File: src/rtl/lms_pkg.sv
// Types and constants for the LCD mode sequencer.
// No dependencies; used by the step logic, the top level, the checker and the testbench.
package lms_pkg;

   typedef enum logic [1:0] {
      MODE_HBLANK = 2'd0,
      MODE_VBLANK = 2'd1,
      MODE_OAM    = 2'd2,
      MODE_XFER   = 2'd3
   } mode_type;

   localparam logic [9:0] ACC_MAX           = 10'd1023;
   localparam logic [9:0] OAM_END           = 10'd77;
   localparam logic [9:0] XFER_END          = 10'd169;
   localparam logic [9:0] HBLANK_END        = 10'd201;
   localparam int         FRAME_VBLANK_CLKS = 456;
   localparam logic [7:0] LAST_VISIBLE_LINE = 8'd143;
   localparam logic [7:0] FIRST_VBLANK_LINE = 8'd144;
   localparam logic [7:0] LAST_LINE         = 8'd152;
   localparam logic [9:0] VBLANK_LINE_CLKS  =
      10'(FRAME_VBLANK_CLKS / (int'(LAST_LINE) - int'(FIRST_VBLANK_LINE)));

   typedef struct packed {
      logic [7:0] clocks_elapsed;
      logic       lcd_enabled;
      logic [7:0] line_compare;
   } req_type;

   typedef struct packed {
      logic [7:0] line_number;
      logic [1:0] lcd_mode;
      logic       coincidence;
      logic       vblank_request;
      logic       stat_request;
   } rsp_type;

   typedef struct packed {
      logic [9:0] acc;
      logic [7:0] line;
      mode_type   mode;
   } state_type;

endpackage

File: src/rtl/lms_step.sv
// Next-state and result logic for one sequencer transaction.
// Depends on lms_pkg.
module lms_step (
   input  lms_pkg::state_type state,
   input  lms_pkg::req_type   req,
   output lms_pkg::state_type state_next,
   output lms_pkg::rsp_type   rsp
);

   logic [10:0] sum;
   logic [9:0]  acc_sat;
   logic        coin;
   logic        vbl;

   always_comb begin
      sum        = {1'b0, state.acc} + {3'b000, req.clocks_elapsed};
      acc_sat    = sum[10] ? lms_pkg::ACC_MAX : sum[9:0];
      state_next = state;
      coin       = 1'b0;
      vbl        = 1'b0;
      if (req.lcd_enabled) begin
         state_next.acc = acc_sat;
         coin           = (state.line == req.line_compare);
         unique case (state.mode)
            lms_pkg::MODE_HBLANK: begin
               if (acc_sat >= lms_pkg::HBLANK_END) begin
                  state_next.mode = (state.line == lms_pkg::LAST_VISIBLE_LINE) ?
                                    lms_pkg::MODE_VBLANK : lms_pkg::MODE_OAM;
                  state_next.line = state.line + 8'd1;
                  state_next.acc  = '0;
               end
            end
            lms_pkg::MODE_VBLANK: begin
               vbl = 1'b1;
               if (acc_sat >= lms_pkg::VBLANK_LINE_CLKS) begin
                  if (state.line == lms_pkg::LAST_LINE) begin
                     state_next.line = '0;
                     state_next.mode = lms_pkg::MODE_OAM;
                  end else begin
                     state_next.line = state.line + 8'd1;
                  end
                  state_next.acc = '0;
               end
            end
            lms_pkg::MODE_OAM: begin
               if (acc_sat >= lms_pkg::OAM_END) begin
                  state_next.mode = lms_pkg::MODE_XFER;
               end
            end
            lms_pkg::MODE_XFER: begin
               if (acc_sat >= lms_pkg::XFER_END) begin
                  state_next.mode = lms_pkg::MODE_HBLANK;
               end
            end
            default: begin
               state_next = state;
            end
         endcase
      end
      rsp.line_number    = state_next.line;
      rsp.lcd_mode       = state_next.mode;
      rsp.coincidence    = coin;
      rsp.vblank_request = vbl;
      rsp.stat_request   = coin;
   end

endmodule

File: src/rtl/lcd_mode_sequencer_core.sv
// LCD line and mode sequencer: top level with state and result registers.
// Depends on lms_pkg and lms_step.
//
// Usage:
//   req channel: one transaction per emulated CPU step, carrying the clocks
//   elapsed, the LCD enable bit and the line compare value.
//   rsp channel: one transaction per request with the scan line and mode
//   after the step plus coincidence, V-blank and STAT request flags.
//   Result: registered; it appears in the cycle after the request is accepted.
//   Throughput: one transaction per cycle while req_stall is low; the line, mode
//   and accumulator registers are updated by a single pass of compare-and-add
//   logic, so the next request sees the new state in the following cycle.
//   Stall: the result register is refilled in the cycle it is taken; while
//   it holds an untaken result and rsp_stall is high, req_stall is raised
//   and both the result and the sequencer state hold.
//   Reset: synchronous, active high; clears the accumulator, the scan line
//   and the mode (H-blank) and empties the result register.
//   A request with the LCD disabled leaves the state unchanged and returns
//   the current line and mode with all flags low.
module lcd_mode_sequencer_core (
   input  logic             clock,
   input  logic             reset,
   input  logic             req_valid,
   output logic             req_stall,
   input  lms_pkg::req_type req_data,
   output logic             rsp_valid,
   input  logic             rsp_stall,
   output lms_pkg::rsp_type rsp_data
);

   lms_pkg::state_type state_ff;
   lms_pkg::state_type state_in;
   lms_pkg::state_type state_step;
   lms_pkg::rsp_type   rsp_step;
   lms_pkg::rsp_type   rsp_data_ff;
   lms_pkg::rsp_type   rsp_data_in;
   logic               rsp_valid_ff;
   logic               rsp_valid_in;
   logic               req_take;

   lms_step u_lms_step (
      .state      (state_ff),
      .req        (req_data),
      .state_next (state_step),
      .rsp        (rsp_step)
   );

   assign req_stall = rsp_valid_ff & rsp_stall;
   assign req_take  = req_valid & ~req_stall;

   always_comb begin
      state_in     = state_ff;
      rsp_data_in  = rsp_data_ff;
      rsp_valid_in = rsp_valid_ff & rsp_stall;
      if (req_take) begin
         state_in     = state_step;
         rsp_data_in  = rsp_step;
         rsp_valid_in = 1'b1;
      end
   end

   always_ff @(posedge clock) begin
      if (reset) begin
         state_ff.acc  <= '0;
         state_ff.line <= '0;
         state_ff.mode <= lms_pkg::MODE_HBLANK;
         rsp_valid_ff  <= 1'b0;
      end else begin
         state_ff     <= state_in;
         rsp_valid_ff <= rsp_valid_in;
      end
   end

   always_ff @(posedge clock) begin
      rsp_data_ff <= rsp_data_in;
   end

   assign rsp_valid = rsp_valid_ff;
   assign rsp_data  = rsp_data_ff;

endmodule

File: config.mk
export PLATFORM = sky130hd
export DESIGN_NAME = lcd_mode_sequencer_core
export DESIGN_NICKNAME = d
export VERILOG_FILES = /design/src/rtl/lms_pkg.sv /design/src/rtl/lms_step.sv /design/src/rtl/lcd_mode_sequencer_core.sv
export SDC_FILE = /design/constraint.sdc
export NUM_CORES = 1
export LEC_CHECK = 0
export ABC_AREA = 1
export BUFFER_PORTS_ARGS = -buffer_cell sky130_fd_sc_hd__buf_2
export CAP_MARGIN = 20
export CORE_MARGIN = 4
export CORE_UTILIZATION = 50
export CTS_CLUSTER_DIAMETER = 200
export CTS_CLUSTER_SIZE = 8
export DETAILED_ROUTE_END_ITERATION = 16
export PLACE_DENSITY = 0.73
export SLEW_MARGIN = 20
export SYNTH_ARGS = -nofsm -noshare
export SYNTH_HDL_FRONTEND = slang
export SYNTH_SLANG_ARGS = --single-unit
File: constraint.sdc
create_clock -name clock -period 2.6 [get_ports clock]
set_input_delay 0.26 -clock clock [delete_from_list [all_inputs] [get_ports clock]]
set_output_delay 0.26 -clock clock [all_outputs]
set_load 0.01 [all_outputs]
==> summary.txt, run 1 <==
Worst setup path
  – Worst R2R End: rsp_data[10]$_DFFE_PP_
  – CP startpoint kind: flip-flop
  – Slowest cell on the critical path: fa_2
  – R2R setup slack: -0.03 ns
  – Critical Path AT: 2.67 ns
  – CP peak stage delay: 0.39 ns
  – Startpoint of the worst register-to-register path: state_ff[10]$_SDFFE_PP0P_
  – CP dominant cell by count: nand2_1
  – CP Capture Type: flip-flop
  – Crit Path Class: flip-flop to flip-flop
  – CP Cell Sequence: ha_4 > inv_2 > fa_2 > inv_2 > nand3_4 > nand3_4 > buf_6 > xnor2_4 > nand2_2 > nor2_4 > nand3_2 > nand2_4 > buf_6 > nand3_1 > nand3_1 > nand2_1 > nand2_1 > nand2_1
  – Max FO, Critical Path: 5
  – Worst r2r path cells: 18
  – Worst Path Required: 2.64 ns
  – Critical Path Source: state_ff[10]$_SDFFE_PP0P_

Logic synthesis
  – Synth Area per Inst: 6.641 sq um
  – Syn Nets: 442
  – Seq/Total Area, Yosys: 0.2868
  – Cell variety after synth: 40
  – Largest family of logic cells by synthesized area: simple AND/OR/NAND/NOR gates
  – Compound-gate portion of the synthesized area: 0.09926
  – Synth Warn #: 0
  – Xor-xnor portion of the synthesized cell area: 0.03217
  – FFs w/ async S/R, synth: 0
  – Predominant post-synthesis flop cell: dfxtp_1
  – EDFF count, synth: 12
  – Mapped cell area: 2723 sq um
  – Adder-Cell Fraction of Synth Area: 0.05331
  – Synthesized netlist cell count: 410
  – Post-synthesis mux area share: 0
  – Post-Synth Simple-Gate Area: 0.4246
  – FF+latch count, synth: 33

Timing
  – Clock period minus worst slack: 2.634 ns
  – Setup ws final: -0.03429 ns
  – Max Clk Rate: 379.6 MHz
  – RSZ-0062 raised after global routing: true
  – Tcrit/Tclk final: 1.013
  – Slew HR: 0.3156
  – Max Slew Vio Count: 0
  – # setup viols final: 4
  – TNS Setup: -0.05438 ns
  – Final hold viol count: 0
  – Worst-Margin Slew: 1.023 ns
  – Skew final: 0.004557 ns

Clocking
  – Worst skew pair latency: 0.28 ns
  – CTS H-tree depth: 2
  – Max Root-Sink Buffers: 2
  – Total CTS buffers: 5
  – CTS tree: built
  – Clock sinks: 33
  – CTS clk-pin slew, worst paths: 0.07 ns
  – Clock root cell: clkbuf_8

Detailed routing
  – Routed via count: 2943
  – Drt pass-1 iters: 5
  – Via density: 5.470
  – Final antenna-violating net count: 0
  – Iteration-0 DRC Markers: 364
  – Routed wire length: 7687 um
  – Post-DR wirelength/cell: 14.29 um
  – DRC: 0

Power and ir drop
  – PnR Total Power: 0.001852 W
  – Power Dens Cells: 519.6 nW/um^2
  – Worst-case vdd ir drop: 0.4066 mV
  – Leakage power: 1.788 nW

Floorplan
  – Die W: 81.79 um
  – Die Height: 81.79 um
  – Core Footprint: 5205 sq um
  – Initial Util: 0.5231
  – Die Area: 6690 sq um
  – Row cnt: 26
  – Boundary pin count: 36

Min path
  – HP Start: rsp_stall
  – Hold endpoint: rsp_valid$_SDFF_PP0_
  – Hold crit path type: primary input to flip-flop
  – Cell depth of the worst hold path: 3

Cells and area
  – Layout cell share with drive strength beyond 1: 0.3226
  – Ant. Diodes: 0
  – Most frequent cells in the layout: nand2_1 (98), inv_1 (51), nand3_1 (41), buf_2 (35), a21oi_1 (25)
  – Area Growth Syn to Fin: 30.88%
  – Most common cell after layout, fill and taps aside: nand2_1
  – Net count, final: 499
  – Final core utilization: 0.6846
  – Fillers: 454

Job
  – Max Cap Viol: 0

Global routing
  – First-pass GRT wire length: 11640 um
  – Gr usage total: 0.2188
  – Antenna violations before repair: 0
  – GRT overflow: 0
  – Largest net degree at the start of global routing: 23
  – Vias in the first global route: 2588

Place
  – Hpwl dp: 5266 um
  – Port Buffer Count: 35
  – GPL Wtd Cong: 0.9495

Outcome
  – Failing checks: negative setup slack
  – Status: complete, but fails checks
-- area by class of cell --
| class | count | area (sq um) | share of cell area |
|---|---|---|---|
| Multi-Input combinational cell | 308 | 1971 | 0.5530 |
| Tap cell | 70 | 87.58 | 0.02458 |
| Inverter | 63 | 251.5 | 0.07058 |
| Clock inverter | 2 | 8.758 | 0.002458 |
| Sequential cell | 33 | 782.0 | 0.2195 |
| Timing Repair Buffer | 56 | 380.4 | 0.1067 |
| Clock buffer | 6 | 82.58 | 0.02317 |
-- cells in the mapped netlist, types with 3 or more instances --
cell | n | area [sq um]
dfxtp_1 | 21 | 420.4
nor2_1 | 24 | 90.09
a21oi_2 | 3 | 26.28
nand2_4 | 4 | 45.04
o21ai_1 | 3 | 15.01
ha_1 | 10 | 125.1
nand2_1 | 110 | 412.9
xor2_1 | 7 | 61.31
nand4_1 | 6 | 37.54
inv_2 | 5 | 18.77
inv_1 | 55 | 206.5
nand2_2 | 15 | 93.84
nand3_2 | 4 | 40.04
clkbuf_1 | 4 | 15.01
xnor2_1 | 3 | 26.28
a21oi_1 | 26 | 130.1
nand3_1 | 61 | 305.3
o22ai_1 | 3 | 18.77
edfxtp_1 | 12 | 360.4
o21ai_0 | 6 | 30.03
-- cells by family (layout without fill, tap and decap cells) --
| group | Yosys count | count (layout) |
|---|---|---|
| AND/OR/NAND/NOR | 238 | 240 |
| XOR/XNOR | 10 | 10 |
| flip-flops | 33 | 33 |
| AO/OA/AOI/OAI | 47 | 47 |
| adder cells (fa/ha/maj) | 11 | 11 |
| buffers and inverters | 71 | 127 |
-- power breakdown --
group / leakage (nW) / total (W) / internal, W / switching [W]
clock: 0.0486 / 0.000395 / 0.000210 / 0.000186
combinational: 1.45 / 0.000835 / 0.000325 / 0.000510
sequential: 0.293 / 0.000621 / 0.000588 / 0.0000329
total: 1.79 / 0.00185 / 0.00112 / 0.000729
-- state kept, by name (all words and copies together), names as in the netlist --
| signal | count |
|---|---|
| rsp_data | 12 |
| rsp_valid | 1 |
| state_ff | 20 |
-- metal layers --
layer | track usage | vias up | part of all wire
li1 | - | 1447 | -
met1 | 0.3201 | 1391 | 0.47
met5 | 0 | - | 0
met3 | 0.03618 | 10 | 0.060
met4 | 0.04817 | 0 | 0.0082
met2 | 0.3360 | 95 | 0.46
-- how the worst max path moves through the flow --
stage / end / slack [ns] / depth (start not counted)
global route: rsp_data[6]$_DFFE_PP_ / -0.14 / 18
floorplan: rsp_data[3]$_DFFE_PP_ / 0.13 / 20
global placement: rsp_data[3]$_DFFE_PP_ / -0.01 / 19
detailed placement: rsp_data[3]$_DFFE_PP_ / -0.09 / 18
finish: rsp_data[10]$_DFFE_PP_ / -0.03 / 18
CTS: rsp_data[3]$_DFFE_PP_ / 0.01 / 18
-- stage by stage --
stage	instance area, sq um	std cells	hold slack (ns)	setup WS (ns)
after floorplan	2723	410	0.4148	0.1314
after global placement	3012	516	0.4576	-0.01092
after detailed placement	3012	516	0.4660	-0.08632
after CTS	3186	527	0.2370	0.01245
after global routing	3563	538	0.2512	-0.1428
final	3563	538	0.2419	-0.03429
-- critical path, delay by kind of cell, from the launching register on --
kind	cells	cell delay [ns]
fa+ha+maj	2	0.53
xor+xnor	1	0.12
flops	1	0.35
simple gates	11	1.00
buf+inv	4	0.38
-- timing repair --
action                                  in CTS  in global routing
buffers inserted                             3                  9
hold endpoints to repair                     0                  0
gates resized for setup                     13                 62
pin swaps                                    3                 44
gates cloned                                 0                  2
endpoints found under the setup margin      11                 28
hold buffers                                 0                  0
No activity file was read; power rests on OpenSTA's default activity.
==> run 2: changes to the inputs <==
CELL_PAD_IN_SITES_DETAIL_PLACEMENT = 1   (was not set)
CELL_PAD_IN_SITES_GLOBAL_PLACEMENT = 2   (was not set)
CORE_UTILIZATION = 29   (was 50)
PLACE_DENSITY = not set   (was 0.73)
PLACE_DENSITY_LB_ADDON = 0.1   (was not set)
==> run 2 against run 1 <==
Effect of this change:
- the flow now finishes without violations
- setup slack better by 0.049 ns
- critical path type unchanged
- utilization down 29 points
- critical path depth down 1
- critical endpoint is now rsp_data[3]$_DFFE_PP_
- sequential power about the same
- die area up 64%
- total power down 2.1%
- largest cell class unchanged
- register-to-register slack better by 0.05 ns
- hold slack worse by 0.0010 ns
- non-clock buffer count up 12
- sequential cell count unchanged
- sequential share of layout area down 0.17 points
- first-iteration DRC count down 75%
- highest routed layer unchanged
==> summary.txt, run 2 (synthesized netlist as in run 1, its figures left out) <==
Worst setup path
  – Slowest cell on the critical path: fa_2 (unchanged)
  – CP startpoint kind: flip-flop (unchanged)
  – Critical Path AT: 2.62 ns (was 2.67 ns)
  – Worst Path Required: 2.63 ns (was 2.64 ns)
  – Max FO, Critical Path: 4 (was 5)
  – CP peak stage delay: 0.40 ns (was 0.39 ns)
  – Crit Path Class: flip-flop to flip-flop (unchanged)
  – R2R setup slack: 0.01 ns (was -0.03 ns)
  – Worst r2r path cells: 17 (was 18)
  – CP Capture Type: flip-flop (unchanged)
  – Startpoint of the worst register-to-register path: state_ff[10]$_SDFFE_PP0P_ (unchanged)
  – Worst R2R End: rsp_data[3]$_DFFE_PP_ (was rsp_data[10]$_DFFE_PP_)
  – CP Cell Sequence: ha_4 > inv_2 > fa_2 > buf_6 > xor2_1 > nand4_1 > nor2_2 > nand2_2 > nand2_2 > nand2_4 > nand2_4 > buf_4 > nand2_2 > nand2_2 > nand3_2 > nor2_4 > a21oi_2 (was ha_4 > inv_2 > fa_2 > inv_2 > nand3_4 > nand3_4 > buf_6 > xnor2_4 > nand2_2 > nor2_4 > nand3_2 > nand2_4 > buf_6 > nand3_1 > nand3_1 > nand2_1 > nand2_1 > nand2_1)
  – CP dominant cell by count: nand2_2 (was nand2_1)

Timing
  – Clock period minus worst slack: 2.586 ns (was 2.634 ns)
  – Final hold viol count: 0 (unchanged)
  – Worst-Margin Slew: 0.6260 ns (was 1.023 ns)
  – Slew HR: 0.5792 (was 0.3156)
  – RSZ-0062 raised after global routing: true (unchanged)
  – Skew final: 0.004076 ns (was 0.004557 ns)
  – Max Clk Rate: 386.8 MHz (was 379.6 MHz)
  – Max Slew Vio Count: 0 (unchanged)
  – # setup viols final: 0 (was 4)
  – Tcrit/Tclk final: 0.9945 (was 1.013)

Min path
  – Hold endpoint: rsp_valid$_SDFF_PP0_ (unchanged)
  – HP Start: rsp_stall (unchanged)
  – Hold crit path type: primary input to flip-flop (unchanged)
  – Cell depth of the worst hold path: 3 (unchanged)

Global routing
  – Gr usage total: 0.1652 (was 0.2188)
  – Antenna violations before repair: 0 (unchanged)
  – Largest net degree at the start of global routing: 23 (unchanged)
  – Vias in the first global route: 2982 (was 2588)
  – GRT overflow: 0 (unchanged)
  – First-pass GRT wire length: 14870 um (was 11640 um)

Floorplan
  – Die Height: 104.9 um (was 81.79 um)
  – Die Area: 11000 sq um (was 6690 sq um)
  – Boundary pin count: 36 (unchanged)
  – Initial Util: 0.2961 (was 0.5231)
  – Core Footprint: 9196 sq um (was 5205 sq um)
  – Die W: 104.9 um (was 81.79 um)
  – Row cnt: 35 (was 26)

Cells and area
  – Fillers: 1210 (was 454)
  – Most common cell after layout, fill and taps aside: nand2_1 (unchanged)
  – Max reg flops: 20 (unchanged)
  – Layout cell share with drive strength beyond 1: 0.3389 (was 0.3226)
  – Area Growth Syn to Fin: 31.89% (was 30.88%)
  – Reg with most FFs: state_ff (unchanged)
  – Net count, final: 509 (was 499)
  – Post-layout instance area: 3591 sq um (was 3563 sq um)
  – Most frequent cells in the layout: nand2_1 (94), inv_1 (52), nand3_1 (48), buf_2 (35), buf_4 (27) (was nand2_1 (98), inv_1 (51), nand3_1 (41), buf_2 (35), a21oi_1 (25))
  – Ant. Diodes: 0 (unchanged)

Power and ir drop
  – Switching Fraction: 0.3934 (was 0.3935)
  – Worst-case vdd ir drop: 0.2249 mV (was 0.4066 mV)
  – Power Dens Cells: 504.7 nW/um^2 (was 519.6 nW/um^2)
  – Combinational Power Share: 0.446 (was 0.451)
  – Net Switching: 0.0007129 W (was 0.0007286 W)
  – Sequential share of power: 0.343 (was 0.335)
  – PnR Total Power: 0.001812 W (was 0.001852 W)
  – Leakage power: 1.770 nW (was 1.788 nW)
  – Internal power: 0.001099 W (was 0.001123 W)
  – Clock share of power: 0.211 (was 0.214)

Detailed routing
  – Drt pass-1 iters: 4 (was 5)
  – WL met1: 4815 um (was 3596 um)
  – Post-DR wirelength/cell: 15.41 um (was 14.29 um)
  – Final antenna-violating net count: 0 (unchanged)
  – Met3 routed WL: 200 um (was 462 um)
  – DRC: 0 (unchanged)
  – Routed wl met2: 4016 um (was 3564 um)
  – Iteration-0 DRC Markers: 90 (was 364)
  – Routed via count: 2903 (was 2943)
  – Via density: 4.929 (was 5.470)
  – Top layer in use: met4 (unchanged)
  – Routed wire length: 9075 um (was 7687 um)

Clocking
  – Total CTS buffers: 5 (unchanged)
  – Clock root cell: clkbuf_8 (unchanged)
  – CTS H-tree depth: 2 (unchanged)
  – Max Root-Sink Buffers: 2 (unchanged)
  – CTS clk-pin slew, worst paths: 0.07 ns (about the same)
  – CTS tree: built (unchanged)
  – Worst skew pair latency: 0.28 ns (about the same)
  – Clock sinks: 33 (unchanged)

Place
  – Hpwl dp: 7066 um (was 5266 um)
  – Placed Area: 3198 sq um (was 3012 sq um)
  – GPL Wtd Cong: 0.8070 (was 0.9495)
  – Port Buffer Count: 35 (unchanged)

Outcome
  – Status: finished, final reports clean (was complete, but fails checks)

Job
  – Max Cap Viol: 0 (unchanged)
run 2: worst max-delay path: cells and delay by family (launching register included):
family / cells / cell delay (ns)
simple gates: 10 / 1.02
compound gates: 1 / 0.04
flops: 1 / 0.35
fa+ha+maj: 2 / 0.54
xor+xnor: 1 / 0.13
buf+inv: 3 / 0.28
run 2: layer usage:
layer  global-route usage  vias to the layer above
li1                     -                     1477
met1               0.2486                     1392
met2               0.2544                       29
met3              0.02471                        5
met4              0.02249                        0
met5                    0                        -
run 2: how the worst max path moves through the flow:
stage | start | to | cells after the start
after floorplan | state_ff[10]$_SDFFE_PP0P_ | rsp_data[3]$_DFFE_PP_ | 20
after global placement | req_data[9] | state_ff[1]$_SDFFE_PP0P_ | 17
after detailed placement | req_data[9] | rsp_data[4]$_DFFE_PP_ | 18
after CTS | state_ff[10]$_SDFFE_PP0P_ | rsp_data[3]$_DFFE_PP_ | 20
after global routing | state_ff[10]$_SDFFE_PP0P_ | rsp_data[3]$_DFFE_PP_ | 17
final | state_ff[10]$_SDFFE_PP0P_ | rsp_data[3]$_DFFE_PP_ | 17
run 2: through the flow:
stage | worst slack (ns) | util | TNS, ns | instances | hold slack (ns)
CTS | 0.004632 | 0.3605 | 0 | 585 | 0.2304
floorplan | 0.1314 | - | 0 | 410 | 0.4148
finish | 0.01442 | 0.3905 | 0 | 589 | 0.2408
detailed placement | -0.08038 | 0.3478 | -0.6296 | 575 | 0.4711
global route | -0.1783 | 0.3905 | -2.735 | 589 | 0.2464
global placement | -0.05836 | 0.3478 | -0.2532 | 575 | 0.4594
run 2: layout make-up:
| cell class | count | area [sq um] | area share |
|---|---|---|---|
| clock buffer | 8 | 80.08 | 0.02230 |
| multi-input combinational | 306 | 1901 | 0.5293 |
| timing repair buffer | 68 | 445.4 | 0.1240 |
| sequential | 33 | 782.0 | 0.2178 |
| inverter | 63 | 244.0 | 0.06794 |
| tap | 111 | 138.9 | 0.03868 |
run 2: power by group through the flow:
stage	logic [W]	clock network [W]	registers (W)
global placement	0.000692	0	0.000634
finish	0.000808	0.000382	0.000622
global route	0.000905	0.000427	0.000629
detailed placement	0.000698	0	0.000633
CTS	0.000712	0.000402	0.000623
floorplan	0.000452	0	0.000633
run 2: what timing repair did:
item                                    CTS  global route
gates resized for setup                   8            61
endpoints found under the setup margin   14            28
pin swaps                                 4            24
buffers inserted                          2             4
hold buffers                              0             0
gates cloned                              0             0
